**src/hw/rtl/rbrd_pkg.sv**
```systemverilog
// ----------------------------------------------------------------------------
// Run-length byte decoder package
// Shared constants, status codes and the target saturation function.
// ----------------------------------------------------------------------------
package rbrd_pkg;

    localparam int COUNT_BITS = 24;
    localparam int SIZE_W     = 24;
    localparam int BYTE_W     = 8;
    localparam int RUN_W      = 7;
    localparam int STATUS_W   = 3;

    localparam logic [BYTE_W-1:0] BAD_COUNT_BYTE = 8'hFF;
    localparam logic [BYTE_W-1:0] LITERAL_MAX    = 8'h7F;
    localparam logic [BYTE_W-1:0] REPEAT_BIAS    = 8'd127;

    typedef enum logic [STATUS_W-1:0] {
        ST_OK            = 3'd0,
        ST_BAD_COUNT     = 3'd1,
        ST_TRUNC_REPEAT  = 3'd2,
        ST_TRUNC_LITERAL = 3'd3,
        ST_SHORT         = 3'd4
    } status_t;

    // Clips the wanted size to the largest value the output counter holds.
    function automatic logic [COUNT_BITS-1:0] sat_target(input logic [SIZE_W-1:0] want);
        logic [32:0] want_ext;
        logic [32:0] cap;
        want_ext = 33'(want);
        cap      = (33'(1) << COUNT_BITS) - 33'(1);
        return (want_ext < cap) ? COUNT_BITS'(want_ext) : COUNT_BITS'(cap);
    endfunction

endpackage

```
**src/hw/rtl/rle_byte_run_decoder_top.sv**
```systemverilog
// ----------------------------------------------------------------------------
// Run-length byte decoder top level
// Decodes a run-length coded byte stream into runs given as value and length.
// ----------------------------------------------------------------------------
// The decoder takes one compressed word per cycle while s_tready is high and
// gives at most one run word per input word. Each input word is decoded in the
// cycle it is accepted; its run goes to the output register, or to the one-entry
// skid buffer behind it while that register holds a waiting result, so input
// stalls only after the sink has held off m_tready for two results. A literal
// byte below the target gives a run of length one, a repeat pair gives one run on
// its value byte unless clipped to zero, and the last input word always gives a
// result with m_tlast set and the end status in m_tuser. On an error status every
// run already delivered for that stream must be discarded. The user must write
// expected_size through cfg_wr_en only while the decoder is idle; nothing enforces it.
module rle_byte_run_decoder_top (
    input  logic                          aclk,
    input  logic                          aresetn,
    input  logic                          cfg_wr_en,
    input  logic [rbrd_pkg::SIZE_W-1:0]   cfg_wr_data,   // expected_size
    input  logic                          s_tvalid,
    output logic                          s_tready,
    input  logic [7:0]                    s_tdata,       // [7:0] in_byte
    input  logic                          s_tlast,       // in_last
    output logic                          m_tvalid,
    input  logic                          m_tready,
    output logic [15:0]                   m_tdata,       // [7:0] out_value, [14:8] out_run_length
    output logic                          m_tlast,       // out_end
    output logic [rbrd_pkg::STATUS_W-1:0] m_tuser        // [2:0] out_status
);
    import rbrd_pkg::*;

    typedef enum logic [1:0] {
        MODE_COUNT   = 2'd0,
        MODE_REPEAT  = 2'd1,
        MODE_LITERAL = 2'd2,
        MODE_DRAIN   = 2'd3
    } mode_t;

    typedef struct packed {
        logic [BYTE_W-1:0]   value;
        logic [RUN_W-1:0]    run_length;
        logic                last;
        logic [STATUS_W-1:0] status;
    } result_t;

    logic [SIZE_W-1:0]     expected_size_reg;
    mode_t                 mode_reg, mode_next;
    logic [BYTE_W-1:0]     remain_reg, remain_next;
    logic [RUN_W-1:0]      repeat_reg, repeat_next;
    logic [COUNT_BITS-1:0] produced_reg, produced_next;
    logic [STATUS_W-1:0]   error_reg, error_next;

    result_t out_reg, skid_reg, res;
    logic    out_valid_reg, skid_valid_reg;

    logic                  accept, pop, push, have;
    logic [COUNT_BITS-1:0] lim, room;
    logic [RUN_W-1:0]      run_len;
    logic [BYTE_W-1:0]     rep_calc;
    status_t               status;

    assign s_tready = !skid_valid_reg;
    assign accept   = s_tvalid && s_tready;
    assign pop      = out_valid_reg && m_tready;
    assign lim      = sat_target(expected_size_reg);
    assign room     = (lim > produced_reg) ? lim - produced_reg : '0;
    assign rep_calc = s_tdata - REPEAT_BIAS;

    always_comb begin
        mode_next     = mode_reg;
        remain_next   = remain_reg;
        repeat_next   = repeat_reg;
        produced_next = produced_reg;
        error_next    = error_reg;
        run_len       = '0;
        have          = 1'b0;
        status        = ST_OK;
        unique case (mode_reg)
            MODE_COUNT: begin
                if (produced_reg < lim) begin
                    if (s_tdata == BAD_COUNT_BYTE) begin
                        error_next = ST_BAD_COUNT;
                        mode_next  = MODE_DRAIN;
                    end else if (s_tdata > LITERAL_MAX) begin
                        repeat_next = rep_calc[RUN_W-1:0];
                        mode_next   = MODE_REPEAT;
                    end else begin
                        remain_next = s_tdata + BYTE_W'(1);
                        mode_next   = MODE_LITERAL;
                    end
                end
            end
            MODE_REPEAT: begin
                run_len       = (room < COUNT_BITS'(repeat_reg)) ? room[RUN_W-1:0] : repeat_reg;
                produced_next = produced_reg + COUNT_BITS'(run_len);
                have          = (run_len != '0);
                mode_next     = MODE_COUNT;
            end
            MODE_LITERAL: begin
                if (produced_reg < lim) begin
                    run_len       = RUN_W'(1);
                    produced_next = produced_reg + COUNT_BITS'(1);
                    have          = 1'b1;
                end
                remain_next = remain_reg - BYTE_W'(1);
                if (remain_next == '0) begin
                    mode_next = MODE_COUNT;
                end
            end
            MODE_DRAIN: begin
            end
            default: begin
            end
        endcase

        if (error_next != '0) begin
            status = status_t'(error_next);
        end else if (mode_next == MODE_REPEAT) begin
            status = ST_TRUNC_REPEAT;
        end else if (mode_next == MODE_LITERAL) begin
            status = ST_TRUNC_LITERAL;
        end else if (produced_next < lim) begin
            status = ST_SHORT;
        end else begin
            status = ST_OK;
        end

        res.value      = s_tdata;
        res.run_length = run_len;
        res.last       = s_tlast;
        res.status     = ST_OK;
        if (s_tlast) begin
            res.status = status;
            if (status == ST_BAD_COUNT || status == ST_TRUNC_REPEAT ||
                status == ST_TRUNC_LITERAL) begin
                res.value      = '0;
                res.run_length = '0;
            end else if (run_len == '0 && mode_reg != MODE_REPEAT) begin
                res.value = '0;
            end
            mode_next     = MODE_COUNT;
            remain_next   = '0;
            repeat_next   = '0;
            produced_next = '0;
            error_next    = '0;
        end
        push = accept && (s_tlast || have);
    end

    always_ff @(posedge aclk) begin
        if (!aresetn) begin
            expected_size_reg <= '0;
            mode_reg          <= MODE_COUNT;
            remain_reg        <= '0;
            repeat_reg        <= '0;
            produced_reg      <= '0;
            error_reg         <= '0;
            out_valid_reg     <= 1'b0;
            skid_valid_reg    <= 1'b0;
        end else begin
            if (cfg_wr_en) begin
                expected_size_reg <= cfg_wr_data;
            end
            if (accept) begin
                mode_reg     <= mode_next;
                remain_reg   <= remain_next;
                repeat_reg   <= repeat_next;
                produced_reg <= produced_next;
                error_reg    <= error_next;
            end
            if (skid_valid_reg) begin
                if (pop) begin
                    skid_valid_reg <= 1'b0;
                end
            end else if (push) begin
                if (out_valid_reg && !pop) begin
                    skid_valid_reg <= 1'b1;
                end else begin
                    out_valid_reg <= 1'b1;
                end
            end else if (pop) begin
                out_valid_reg <= 1'b0;
            end
        end
    end

    always_ff @(posedge aclk) begin
        if (skid_valid_reg) begin
            if (pop) begin
                out_reg <= skid_reg;
            end
        end else if (push) begin
            if (out_valid_reg && !pop) begin
                skid_reg <= res;
            end else begin
                out_reg <= res;
            end
        end
    end

    assign m_tvalid = out_valid_reg;
    assign m_tdata  = {1'b0, out_reg.run_length, out_reg.value};
    assign m_tlast  = out_reg.last;
    assign m_tuser  = out_reg.status;

endmodule

```
**config.mk**
```make
export PLATFORM = sky130hd
export DESIGN_NAME = rle_byte_run_decoder_top
export DESIGN_NICKNAME = d
export VERILOG_FILES = /design/src/hw/rtl/rbrd_pkg.sv /design/src/hw/rtl/rle_byte_run_decoder_top.sv
export SDC_FILE = /design/constraint.sdc
export NUM_CORES = 1
export LEC_CHECK = 0
export BUFFER_PORTS_ARGS = -buffer_cell sky130_fd_sc_hd__buf_2
export CORE_UTILIZATION = 45
export DETAILED_ROUTE_END_ITERATION = 8
export PLACE_DENSITY = 0.66
export SYNTH_ARGS = -nofsm -noshare
export SYNTH_HDL_FRONTEND = slang
export SYNTH_SLANG_ARGS = --single-unit
```
**constraint.sdc**
```tcl
create_clock -name aclk -period 26.2 [get_ports aclk]
set_input_delay 1.31 -clock aclk [delete_from_list [all_inputs] [get_ports aclk]]
set_output_delay 1.31 -clock aclk [all_outputs]
set_load 0.1 [all_outputs]
```
# == Word level (Yosys, flattened, before mapping) ==
# Cells that the tools add are included.
# word_totals
reg_bits,108
latchBits,0
ram_bits,0
romBits,0
out_inout_bits,22
elab_cells,121
n_memories,0
# op_classes
n_addsub,6
multipliers,0
div_mod_pow,0
magnitude_cmp,6
eq_ne,16
n_shift,0
muxes,50
bitwise,1
n_reduce_logical,26
# op_table
operator,count
24-bit 2-to-1 mux,4
19-bit 2-to-1 mux,4
7-bit 2-to-1 mux,7
24-bit < comparator,2
8-bit 2-to-1 mux,6
24-bit one-hot mux with 2 select lines,1
3-bit 2-to-1 mux,9
24-bit by 1-bit adder with 24-bit output (second input constant),1
24-bit by 7-bit adder with 24-bit output,1
24-bit greater-than comparator,1
24-bit < comparator (second input constant),1
24-bit by 7-bit < comparator with 1-bit output,1
24-bit subtractor,1
8-bit one-hot mux with 2 select lines,1
15-bit 2-to-1 mux,1
7-bit one-hot mux with 2 select lines,1
2-bit 2-to-1 mux,5
5-bit AND reduction,2
2-bit nonzero test,5
1-bit 2-to-1 mux,9
3-bit != test (second input constant),3
3-bit AND reduction,3
8-bit by 1-bit adder with 8-bit output (second input constant),1
8-bit equality test (second input constant),1
other kinds (20),34

# == Logic depth before layout (Yosys ltp) ==
# Gate-level depths: netlist of the first run.
# depth
ltp_word,21
ltp_mapped,46
ltp_nobuf,42

# == Least setup slack after synthesis of the first run ==
# No wires, ideal clock.
# synth_path
path_kind,reg2reg
start,register produced_reg[7]
end,register out_reg (netlist bit m_tdata[8]) (data pin)
t_arrival_ns,8.631
t_required_ns,25.939
setup_slack_ns,17.308
stages_incl_launch_ff,46
path_cell_list,dfxtp_1 clkbuf_1 inv_1 ha_1 buf_2 a21oi_4 o21ai_1 o21a_1 or3_1 o21ai_1 buf_2 buf_2 buf_2 nor2_1 ha_1 o21a_1 o2111ai_1 o21ai_0 (+10 left out) o21bai_1 nand4_1 nor2_1 xnor2_1 a21oi_1 nand2b_1 ha_1 nand4_1 nor2_1 nand2_1 or4_1 a21oi_1 o21ai_0 o21ai_0 a22oi_1 and2_1 a22o_1 mux2_2
# synth_rtl
element,line_no,source
"start, declared",rle_byte_run_decoder_top.sv:50,"logic [COUNT_BITS-1:0] produced_reg, produced_next;"
"start signal, assigned",rle_byte_run_decoder_top.sv:168,produced_reg <= produced_next;
"end signal, assigned",rle_byte_run_decoder_top.sv:190,out_reg <= skid_reg;
"end signal, assigned",rle_byte_run_decoder_top.sv:196,out_reg <= res;
"end, declared",rle_byte_run_decoder_top.sv:53,"result_t out_reg, skid_reg, res;"

==> flow_metrics.env, run 1 <==
export IMPL_status="finished, final reports clean"
export IMPL_r2r_cells=41
export IMPL_cp_max_fo=31
export IMPL_syn_nets=1228
export IMPL_cts_num_sinks=108
export IMPL_crit_cells=41
export IMPL_crit_buf_inv=3
export IMPL_place_area_um2=9380
export IMPL_area_delta_synth_final_pct=8.08
export IMPL_n_fill_cell=1892
export IMPL_yosysUniqueCellTypes=83
export IMPL_synth_edf_count=38
export IMPL_r2r_start="produced_reg[7]"
export IMPL_antenna_found_initial=0
export IMPL_gp_congestion=0.955
export IMPL_finalClockSkew_ns=0.0118
export IMPL_finalCritPeriodShare_pct=39.4
export IMPL_register_area_um2=2540
export IMPL_syn_area_um2=8960
export IMPL_async_flop_share_pct=0
export IMPL_yosys_register_bits=108
export IMPL_ctsHoldBuffers=0
export IMPL_rsz0062_at_grt="false"
export IMPL_arrival_ns=10.45
export IMPL_grt_pass1_wl_mm=40.4
export IMPL_power_frac_seq_pct=38.5
export IMPL_slew_headroom_pct=43.1
export IMPL_netlist_area_leader_share_pct=15.6
export IMPL_synthCells=1116
export IMPL_start_util_pct=46.0
export IMPL_grt_usage_pct=25.3
export IMPL_drt_iter0_drc=813
export IMPL_r2r_slack_ns=15.88
export IMPL_die_x_um=143
export IMPL_final_setup_tns_ns=0
export IMPL_cp_required_ns=26.33
export IMPL_crit_start="produced_reg[7]"
export IMPL_cts_made_buffers=9
export IMPL_power_frac_comb_pct=31.2
export IMPL_crit_type="flip-flop to flip-flop"
export IMPL_synth_compound_area_share_pct=23.3
export IMPL_switching_share_pct=37.6
export IMPL_synthTopCellsByArea="dfxtp_1 (16%), edfxtp_1 (13%), ha_1 (10%)"
export IMPL_power_leakage_nw=3.76
export IMPL_crit_path_start_kind="flip-flop"
export IMPL_hold_viol_final=0
export IMPL_drtAntennaViolNets=0
export IMPL_power_density_nw_per_um2=49.6
export IMPL_grt_max_degree=70
export IMPL_p_clk_share_pct=30.3
export IMPL_grtUsageMet2_pct=41.3
export IMPL_worstSetupEndpointType="flip-flop"
export IMPL_worst_slew_pin_slew_ns=0.845
export IMPL_core_rowCount=51
export IMPL_cts_resized=0
export IMPL_grt_pass1_vias=7701
export IMPL_ir_worst_vdd_mv=0.0308
export IMPL_cts_tree="built"
export IMPL_cpLargestDelayFamily="compound AO/OA/AOI/OAI gates"
export IMPL_grt_busiest_layer="met2"
export IMPL_cpPeakStageDelay_ns=0.57
export IMPL_synth_top_family_by_area="compound AO/OA/AOI/OAI gates"
export IMPL_hp_start="remain_reg[6]"
export IMPL_dpl_hpwl_mm=18.9
export IMPL_ys_flop_type="dfxtp_1"
export IMPL_cts_root_buf="clkbuf_16"
export IMPL_multi_input_area_um2=5820
export IMPL_drive_gt1_share_pct=10.3
export IMPL_power_net_switching_uw=180
export IMPL_maxCapViolations=0
export IMPL_numPortBuffers=58
export IMPL_vias=8286
export IMPL_synth_area_mux_share_pct=4.52
export IMPL_clock_latency_ns=0.37
export IMPL_dieArea_um2=20500
export IMPL_io_pins=60
export IMPL_htree_levels=3
export IMPL_setup_worst_path_end="m_tdata[8]"
export IMPL_synthAdderAreaFrac_pct=10.5
export IMPL_drv_slew=0
export IMPL_min_period_ns=10.32
export IMPL_r2r_end="m_tdata[8]"
export IMPL_viasPerCell=5.96
export IMPL_cts_setup_buffers=0
export IMPL_setup_viol=0
export IMPL_worst_hold_path_type="flip-flop to flip-flop"
export IMPL_ys_seq_area_share_pct=28.4
export IMPL_coreArea_um2=19500
export IMPL_drcViolationCount=0
export IMPL_max_freq_mhz=96.9
export IMPL_n_antenna_cell=0
export IMPL_clock_path_buffers=2
export IMPL_yosys_warnings=0
export IMPL_synth_top_cell_by_area="dfxtp_1"
export IMPL_grtUsageMet1_pct=33.5
export IMPL_cp_slowest_cell="or4_1"
export IMPL_clk_pin_slew_worst_paths_ns=0.08
export IMPL_fin_nets=1232
export IMPL_grt_util_met3_pct=2.68
export IMPL_die_h_um=143
export IMPL_wirelength_mm=25.2
export IMPL_synth_simple_area_share_pct=23.0
export IMPL_internal_power_uw=300
export IMPL_fin_area_um2=9690
export IMPL_dr_pass1_iters=6
export IMPL_avgSynthCellArea_um2=8.03
export IMPL_grt_overflow=0
export IMPL_routedWlPerCell_um=18.1
export IMPL_synth_xor_area_share_pct=3.32
[power by group through the flow]
| stage | clock [mW] | combinational, mW | sequential [mW] |
|---|---|---|---|
| 5_1_grt | 0.153 | 0.164 | 0.186 |
| 4_1_cts | 0.148 | 0.148 | 0.185 |
| 2_1_floorplan | 0 | 0.0977 | 0.204 |
| 3_3_place_gp | 0 | 0.146 | 0.189 |
| 3_5_place_dp | 0 | 0.148 | 0.189 |
| 6_report | 0.145 | 0.150 | 0.185 |
[cell families (layout without fill, tap and decap cells)]
family	Yosys count	in the layout
buffers and inverters	157	166
and+or+nand+nor	394	394
muxes	39	39
xor gates and xnor gates	34	34
other	1	1
adders and majority gates	74	74
DFF	108	108
AOI/OAI and AO/OA	309	309
[worst register-to-register path: cells and delay by family, from the launching register on]
kind | cells | cell delay [ns]
fa+ha+maj | 4 | 1.32
xor+xnor | 1 | 0.12
flops | 1 | 0.54
compound gates | 18 | 4.15
simple gates | 14 | 3.26
buf+inv | 3 | 0.44
mux | 1 | 0.26
[Yosys cell counts (all sizes together), types with 12 or more instances]
master and count:
a21o 16, a21oi 74, a22o 13, a22oi 13, and2 23, buf 15
clkbuf 62, dfxtp 70, edfxtp 38, ha 72, inv 79, mux2 12
mux2i 27, nand2 93, nand2b 12, nand3 35, nand4 24, nor2 77
nor2b 48, nor3 29, o21a 12, o21ai 69, o31ai 14, xnor2 16
xor2 18
[layout by cell type (no fill, tap or decap), types with 12 or more instances in the layout]
cell      instances
a21oi_1          70
nand2_1          93
dfxtp_1          70
xor2_1           18
o31ai_1          14
nand4_1          24
o21a_1           12
a22o_1           13
and2_1           23
mux2_2           12
xnor2_1          16
nand3_1          35
ha_1             72
buf_4            12
buf_2            58
inv_1            78
a21o_1           16
a22oi_1          13
nand2b_1         12
nor2b_1          48
mux2i_1          27
nor3_1           28
edfxtp_1         38
o21ai_0          63
nor2_1           76
[cell type report]
cell class                 instances  area share, %
tap                              265           3.42
multi-input combinational        851           60.1
inverter                          80           3.10
clock buffer                       9           2.33
clock inverter                     7          0.840
sequential                       108           26.2
timing repair buffer              70           3.93
[through the flow]
step                power (mW)  cells  util, %  hold slack [ns]  setup slack, ns
global placement         0.335   1374     48.2            0.483            16.46
detailed placement       0.337   1374     48.2            0.483            16.13
floorplan                0.301   1116        -            0.453            17.31
finish                   0.480   1390     49.8            0.501            15.88
CTS                      0.481   1390     49.8            0.499            16.11
global route             0.503   1390     49.8            0.531            14.90
[worst min path at each step]
stage,cells past startpoint,to
6_report,2,remain_reg[6]
5_1_grt,2,error_reg[1]
4_1_cts,2,error_reg[1]
3_5_place_dp,2,error_reg[1]
3_3_place_gp,2,error_reg[1]
2_1_floorplan,2,error_reg[1]
[metal layers]
metal,routed length [µm],up-vias,share of wire [%]
li1,-,4055,-
met3,1420,59,5.6
met1,11500,3840,46
met2,11500,332,45
met4,815,0,3.2
met5,0,-,0
(Power assumes the default switching activity.)
==> inputs of run 2 (changes only) <==
- clock period: 26.2 -> 10.2 ns (I/O delays scaled with it)
==> run 2 against run 1 <==
Net effect: sequential share of layout area shrank 0.19 points; first-iteration DRC count shrank 5.8%; die area is the same; power grew to 2.6 times the previous value; count of clock-buffer cells in the layout is the same; worst setup slack lost 15 ns; global-route usage grew 0.077 points; final cell count grew 0.36%; register-to-register slack lost 15 ns.
==> flow_metrics.env, run 2 (same netlist as run 1, synthesis figures left out) <==
export IMPL_status="finished, final reports clean"
export IMPL_cts_made_buffers=9
export IMPL_dr_pass1_iters=6
export IMPL_dpl_hpwl_mm=19.1
export IMPL_r2r_slack_ns=0.66
export IMPL_antenna_found_initial=0
export IMPL_maxCapViolations=0
export IMPL_core_rowCount=51
export IMPL_drcViolationCount=0
export IMPL_slew_headroom_pct=26.3
export IMPL_hp_start="cfg_wr_data[16]"
export IMPL_finalPower_mw=1.23
export IMPL_clock_path_buffers=2
export IMPL_cp_slowest_cell="or4_1"
export IMPL_power_density_nw_per_um2=126
export IMPL_layoutNonFillerInstCount=1395
export IMPL_dieArea_um2=20500
export IMPL_grt_overflow=0
export IMPL_n_antenna_cell=0
export IMPL_cts_tree="built"
export IMPL_cp_required_ns=10.32
export IMPL_htree_levels=3
export IMPL_cts_num_sinks=108
export IMPL_fin_area_um2=9750
export IMPL_worst_hold_path_type="input pin to flip-flop"
export IMPL_finalCritPeriodShare_pct=93.5
export IMPL_mostFrequentLayoutCells="nand2_1 (93), inv_1 (78), nor2_1 (76)"
export IMPL_ir_worst_vdd_mv=0.0826
export IMPL_cp_common_cell="a21oi_1"
export IMPL_drt_iter0_drc=766
export IMPL_vias=8308
export IMPL_final_common_cell="nand2_1"
export IMPL_hold_viol_final=0
export IMPL_setup_viol=0
export IMPL_cpPeakStageDelay_ns=0.60
export IMPL_grt_usage_pct=25.3
export IMPL_dp_cells=1375
export IMPL_grt_max_degree=70
export IMPL_n_fill_cell=1859
export IMPL_worst_slew_pin_slew_ns=1.10
export IMPL_wirelength_mm=25.3
export IMPL_r2r_start="produced_reg[11]"
export IMPL_cpLargestDelayFamily="compound AO/OA/AOI/OAI gates"
export IMPL_min_period_ns=9.54
export IMPL_io_pins=60
export IMPL_grt_pass1_wl_mm=40.3
export IMPL_finalClockSkew_ns=0.0135
export IMPL_routedWlPerCell_um=18.1
export IMPL_die_x_um=143
export IMPL_postLayoutCoreUtil_pct=50.1
export IMPL_worstSetupEndpointType="flip-flop"
export IMPL_r2r_end="m_tdata[8]"
export IMPL_clk_pin_slew_worst_paths_ns=0.08
export IMPL_fin_ws_ns=0.663
export IMPL_fin_nets=1237
export IMPL_drtAntennaViolNets=0
export IMPL_die_h_um=143
export IMPL_drive_gt1_share_pct=11.1
export IMPL_power_leakage_nw=3.79
export IMPL_place_ws_ns=0.448
export IMPL_clock_latency_ns=0.37
export IMPL_crit_buf_inv=3
export IMPL_viasPerCell=5.96
export IMPL_r2r_cells=42
export IMPL_crit_path_start_kind="flip-flop"
export IMPL_max_freq_mhz=105
export IMPL_area_delta_synth_final_pct=8.85
export IMPL_arrival_ns=9.66
export IMPL_ctsHoldBuffers=0
export IMPL_coreArea_um2=19500
export IMPL_grt_pass1_vias=7551
export IMPL_place_area_um2=9390
export IMPL_cts_root_buf="clkbuf_16"
export IMPL_gp_congestion=0.960
export IMPL_hold_path_end="expected_size_reg[16]"
export IMPL_holdPathStages=3
export IMPL_drv_slew=0
export IMPL_crit_type="flip-flop to flip-flop"
export IMPL_numPortBuffers=58
export IMPL_start_util_pct=46.0
export IMPL_cp_max_fo=8
run 2: changes by cell type in the layout (fill, tap and decap cells not counted), sizes merged:
cell,change
inv,-1
clkinv,+1
buf,+5
run 2: final cells by class:
| cell class | instances | area, µm² | area share, % |
|---|---|---|---|
| Clock buffer | 9 | 225 | 2.31 |
| Clock inverter | 7 | 83.8 | 0.859 |
| Inverter | 80 | 300 | 3.08 |
| Multi-Input combinational cell | 851 | 5850 | 60.0 |
| Sequential cell | 108 | 2540 | 26.1 |
| Tap cell | 265 | 332 | 3.40 |
| Timing Repair Buffer | 75 | 418 | 4.28 |
run 2: worst max path at each step:
stage               cells past startpoint  slack [ns]         end             start
detailed placement                     40        0.45  m_tdata[8]  produced_reg[11]
global route                           40      -0.005  m_tdata[0]  produced_reg[11]
finish                                 42        0.66  m_tdata[8]  produced_reg[11]
floorplan                              45        1.31  m_tdata[8]   produced_reg[7]
CTS                                    40        0.43  m_tdata[8]  produced_reg[11]
global placement                       40        0.68  m_tdata[0]  produced_reg[14]
run 2: where the power goes:
part           internal, mW  switching (mW)  total (mW)
clock                 0.177           0.191       0.367
sequential            0.463          0.0129       0.476
combinational         0.135           0.255       0.390
total                 0.775           0.459        1.23
run 2: stage by stage:
step | setup TNS (ns) | hold slack (ns)
after global placement | 0 | 0.479
final | 0 | 0.397
after global routing | -0.00739 | 0.396
after CTS | 0 | 0.390
after floorplan | 0 | 0.453
after detailed placement | 0 | 0.490
run 2: worst register-to-register path: cells and delay by family, from the launching register on:
family          cells  cell delay [ns]
compound gates     20             3.63
xor+xnor            1             0.14
fa+ha+maj           5             1.67
buf+inv             3             0.45
flops               1             0.42
mux                 1             0.27
simple gates       12             2.73
run 2: timing repair:
action	CTS	global route
setup buffers	0	4
endpoints found under the setup margin	0	31
gates resized for setup	0	7
run 2: layer usage:
layer / global-route usage (%) / up-vias / share of wire (%)
met4: 10.8 / 0 / 3.2
met2: 40.1 / 322 / 45
met3: 3.42 / 54 / 6.2
met1: 34.4 / 3864 / 45
met5: 0 / - / 0
li1: - / 4068 / -
==> inputs of run 3 (changes only) <==
- RECOVER_POWER: unset -> 25
==> run 3 against run 2 <==
Net effect: the flow now finishes with violations (max-capacitance violations, max-slew violations); register-to-register slack about the same; non-clock buffer count unchanged; die area unchanged; clock skew about the same; power about the same; sequential power about the same; worst hold slack about the same; clock power about the same; global-route usage unchanged; largest power group unchanged.
==> flow_metrics.env, run 3 (same netlist as run 1, synthesis figures left out) <==
export IMPL_register_area_um2=2540
export IMPL_place_area_um2=9390
export IMPL_clk_pin_slew_worst_paths_ns=0.08
export IMPL_setup_viol=0
export IMPL_grt_pass1_vias=7551
export IMPL_cts_root_buf="clkbuf_16"
export IMPL_htree_levels=3
export IMPL_grt_overflow=0
export IMPL_final_common_cell="nand2_1"
export IMPL_start_util_pct=46.0
export IMPL_drive_gt1_share_pct=9.65
export IMPL_dieArea_um2=20500
export IMPL_ctsHoldBuffers=0
export IMPL_power_net_switching_uw=460
export IMPL_maxCapViolations=1
export IMPL_die_x_um=143
export IMPL_clock_path_buffers=2
export IMPL_power_density_nw_per_um2=127
export IMPL_area_delta_synth_final_pct=8.63
export IMPL_finalCritPeriodShare_pct=93.5
export IMPL_failed_checks="max-capacitance violations, max-slew violations"
export IMPL_numPortBuffers=58
export IMPL_die_h_um=143
export IMPL_wirelength_mm=25.3
export IMPL_crit_type="flip-flop to flip-flop"
export IMPL_cpPeakStageDelay_ns=0.60
export IMPL_crit_path_start_kind="flip-flop"
export IMPL_status="finished with violations"
export IMPL_switching_share_pct=37.3
export IMPL_slew_headroom_pct=-20.2
export IMPL_worstSetupEndpointType="flip-flop"
export IMPL_drtAntennaViolNets=0
export IMPL_clock_latency_ns=0.37
export IMPL_power_frac_seq_pct=38.6
export IMPL_viasPerCell=5.95
export IMPL_gp_congestion=0.960
export IMPL_worst_hold_path_type="input pin to flip-flop"
export IMPL_internal_power_uw=774
export IMPL_max_freq_mhz=105
export IMPL_vias=8302
export IMPL_layoutNonFillerInstCount=1395
export IMPL_p_clk_share_pct=29.8
export IMPL_arrival_ns=9.65
export IMPL_hold_ws_ns=0.397
export IMPL_fin_area_um2=9730
export IMPL_ir_worst_vdd_mv=0.0831
export IMPL_routedWlPerCell_um=18.2
export IMPL_cts_made_buffers=9
export IMPL_grt_usage_pct=25.3
export IMPL_power_frac_comb_pct=31.6
export IMPL_finalClockSkew_ns=0.0134
export IMPL_antenna_found_initial=0
export IMPL_core_rowCount=51
export IMPL_n_antenna_cell=0
export IMPL_cp_common_cell="a21oi_1"
export IMPL_cts_tree="built"
export IMPL_power_leakage_nw=3.75
export IMPL_cp_max_fo=8
export IMPL_hold_viol_final=0
export IMPL_drv_slew=25
export IMPL_min_period_ns=9.53
export IMPL_drcViolationCount=0
export IMPL_dp_cells=1375
export IMPL_dr_pass1_iters=6
export IMPL_grt_pass1_wl_mm=40.3
export IMPL_fin_nets=1237
export IMPL_cp_slowest_cell="or4_1"
export IMPL_coreArea_um2=19500
export IMPL_grt_max_degree=70
export IMPL_dpl_hpwl_mm=19.1
export IMPL_mostFrequentLayoutCells="nand2_1 (93), inv_1 (78), nor2_1 (76)"
export IMPL_io_pins=60
export IMPL_n_fill_cell=1866
export IMPL_drt_iter0_drc=671
export IMPL_worst_slew_pin_slew_ns=1.80
export IMPL_cp_required_ns=10.32
export IMPL_cts_num_sinks=108
export IMPL_multi_input_area_um2=5850
==> run 3: changes by cell type in the layout (fill, tap and decap cells not counted) <==
| cell | before | now |
|---|---|---|
| buf_2 | 58 | 42 |
| clkbuf_1 | 0 | 16 |
==> run 3: per-layer routing <==
layer	wire length (µm)	up-vias	part of all wire [%]	global-route usage [%]
li1	-	4065	-	-
met1	11600	3882	46	34.4
met2	11500	305	45	40.1
met3	1480	50	5.8	3.42
met4	801	0	3.2	10.8
met5	0	-	0	0
==> run 3: power by group through the flow <==
stage | Clock [mW] | Sequential, mW | Combinational, mW
floorplan | 0 | 0.523 | 0.251
global placement | 0 | 0.486 | 0.373
detailed placement | 0 | 0.486 | 0.374
CTS | 0.375 | 0.476 | 0.376
global route | 0.391 | 0.479 | 0.425
finish | 0.368 | 0.476 | 0.389
==> run 3: stage by stage <==
step	setup TNS [ns]	setup slack [ns]	power, mW	util (%)
after global routing	-0.00739	-0.00466	1.29	50.0
after global placement	0	0.684	0.860	48.2
final	0	0.666	1.23	50.0
after CTS	0	0.433	1.23	49.8
after floorplan	0	1.31	0.774	-
after detailed placement	0	0.448	0.861	48.2
==> run 3: worst max-delay path: cells and delay by family (launching register included) <==
kind / cells / cell delay [ns]
compound gates: 20 / 3.63
buf+inv: 3 / 0.44
xor+xnor: 1 / 0.13
flops: 1 / 0.42
simple gates: 12 / 2.74
mux: 1 / 0.27
fa+ha+maj: 5 / 1.66
==> run 3: layout make-up <==
cell class / instances / share of cell area (%)
Inverter: 80 / 3.08
Clock inverter: 7 / 0.861
Multi-Input combinational cell: 851 / 60.1
Sequential cell: 108 / 26.1
Timing Repair Buffer: 75 / 4.09
Clock buffer: 9 / 2.31
Tap cell: 265 / 3.41
==> run 3: worst paths after layout <==
check / from / end / slack [ns] / cells after the start
worst max register to register: produced_reg[11] / m_tdata[8] / 0.67 / 42
worst min register to register: remain_reg[6] / remain_reg[6] / 0.50 / 2
worst max-delay path: produced_reg[11] / m_tdata[8] / 0.67 / 42
worst min-delay path: cfg_wr_data[7] / expected_size_reg[7] / 0.40 / 3
==> run 3: what timing repair did <==
action / CTS / global route
endpoints found under the setup margin: 0 / 31
gates resized for setup: 0 / 7
buffers inserted: 0 / 4
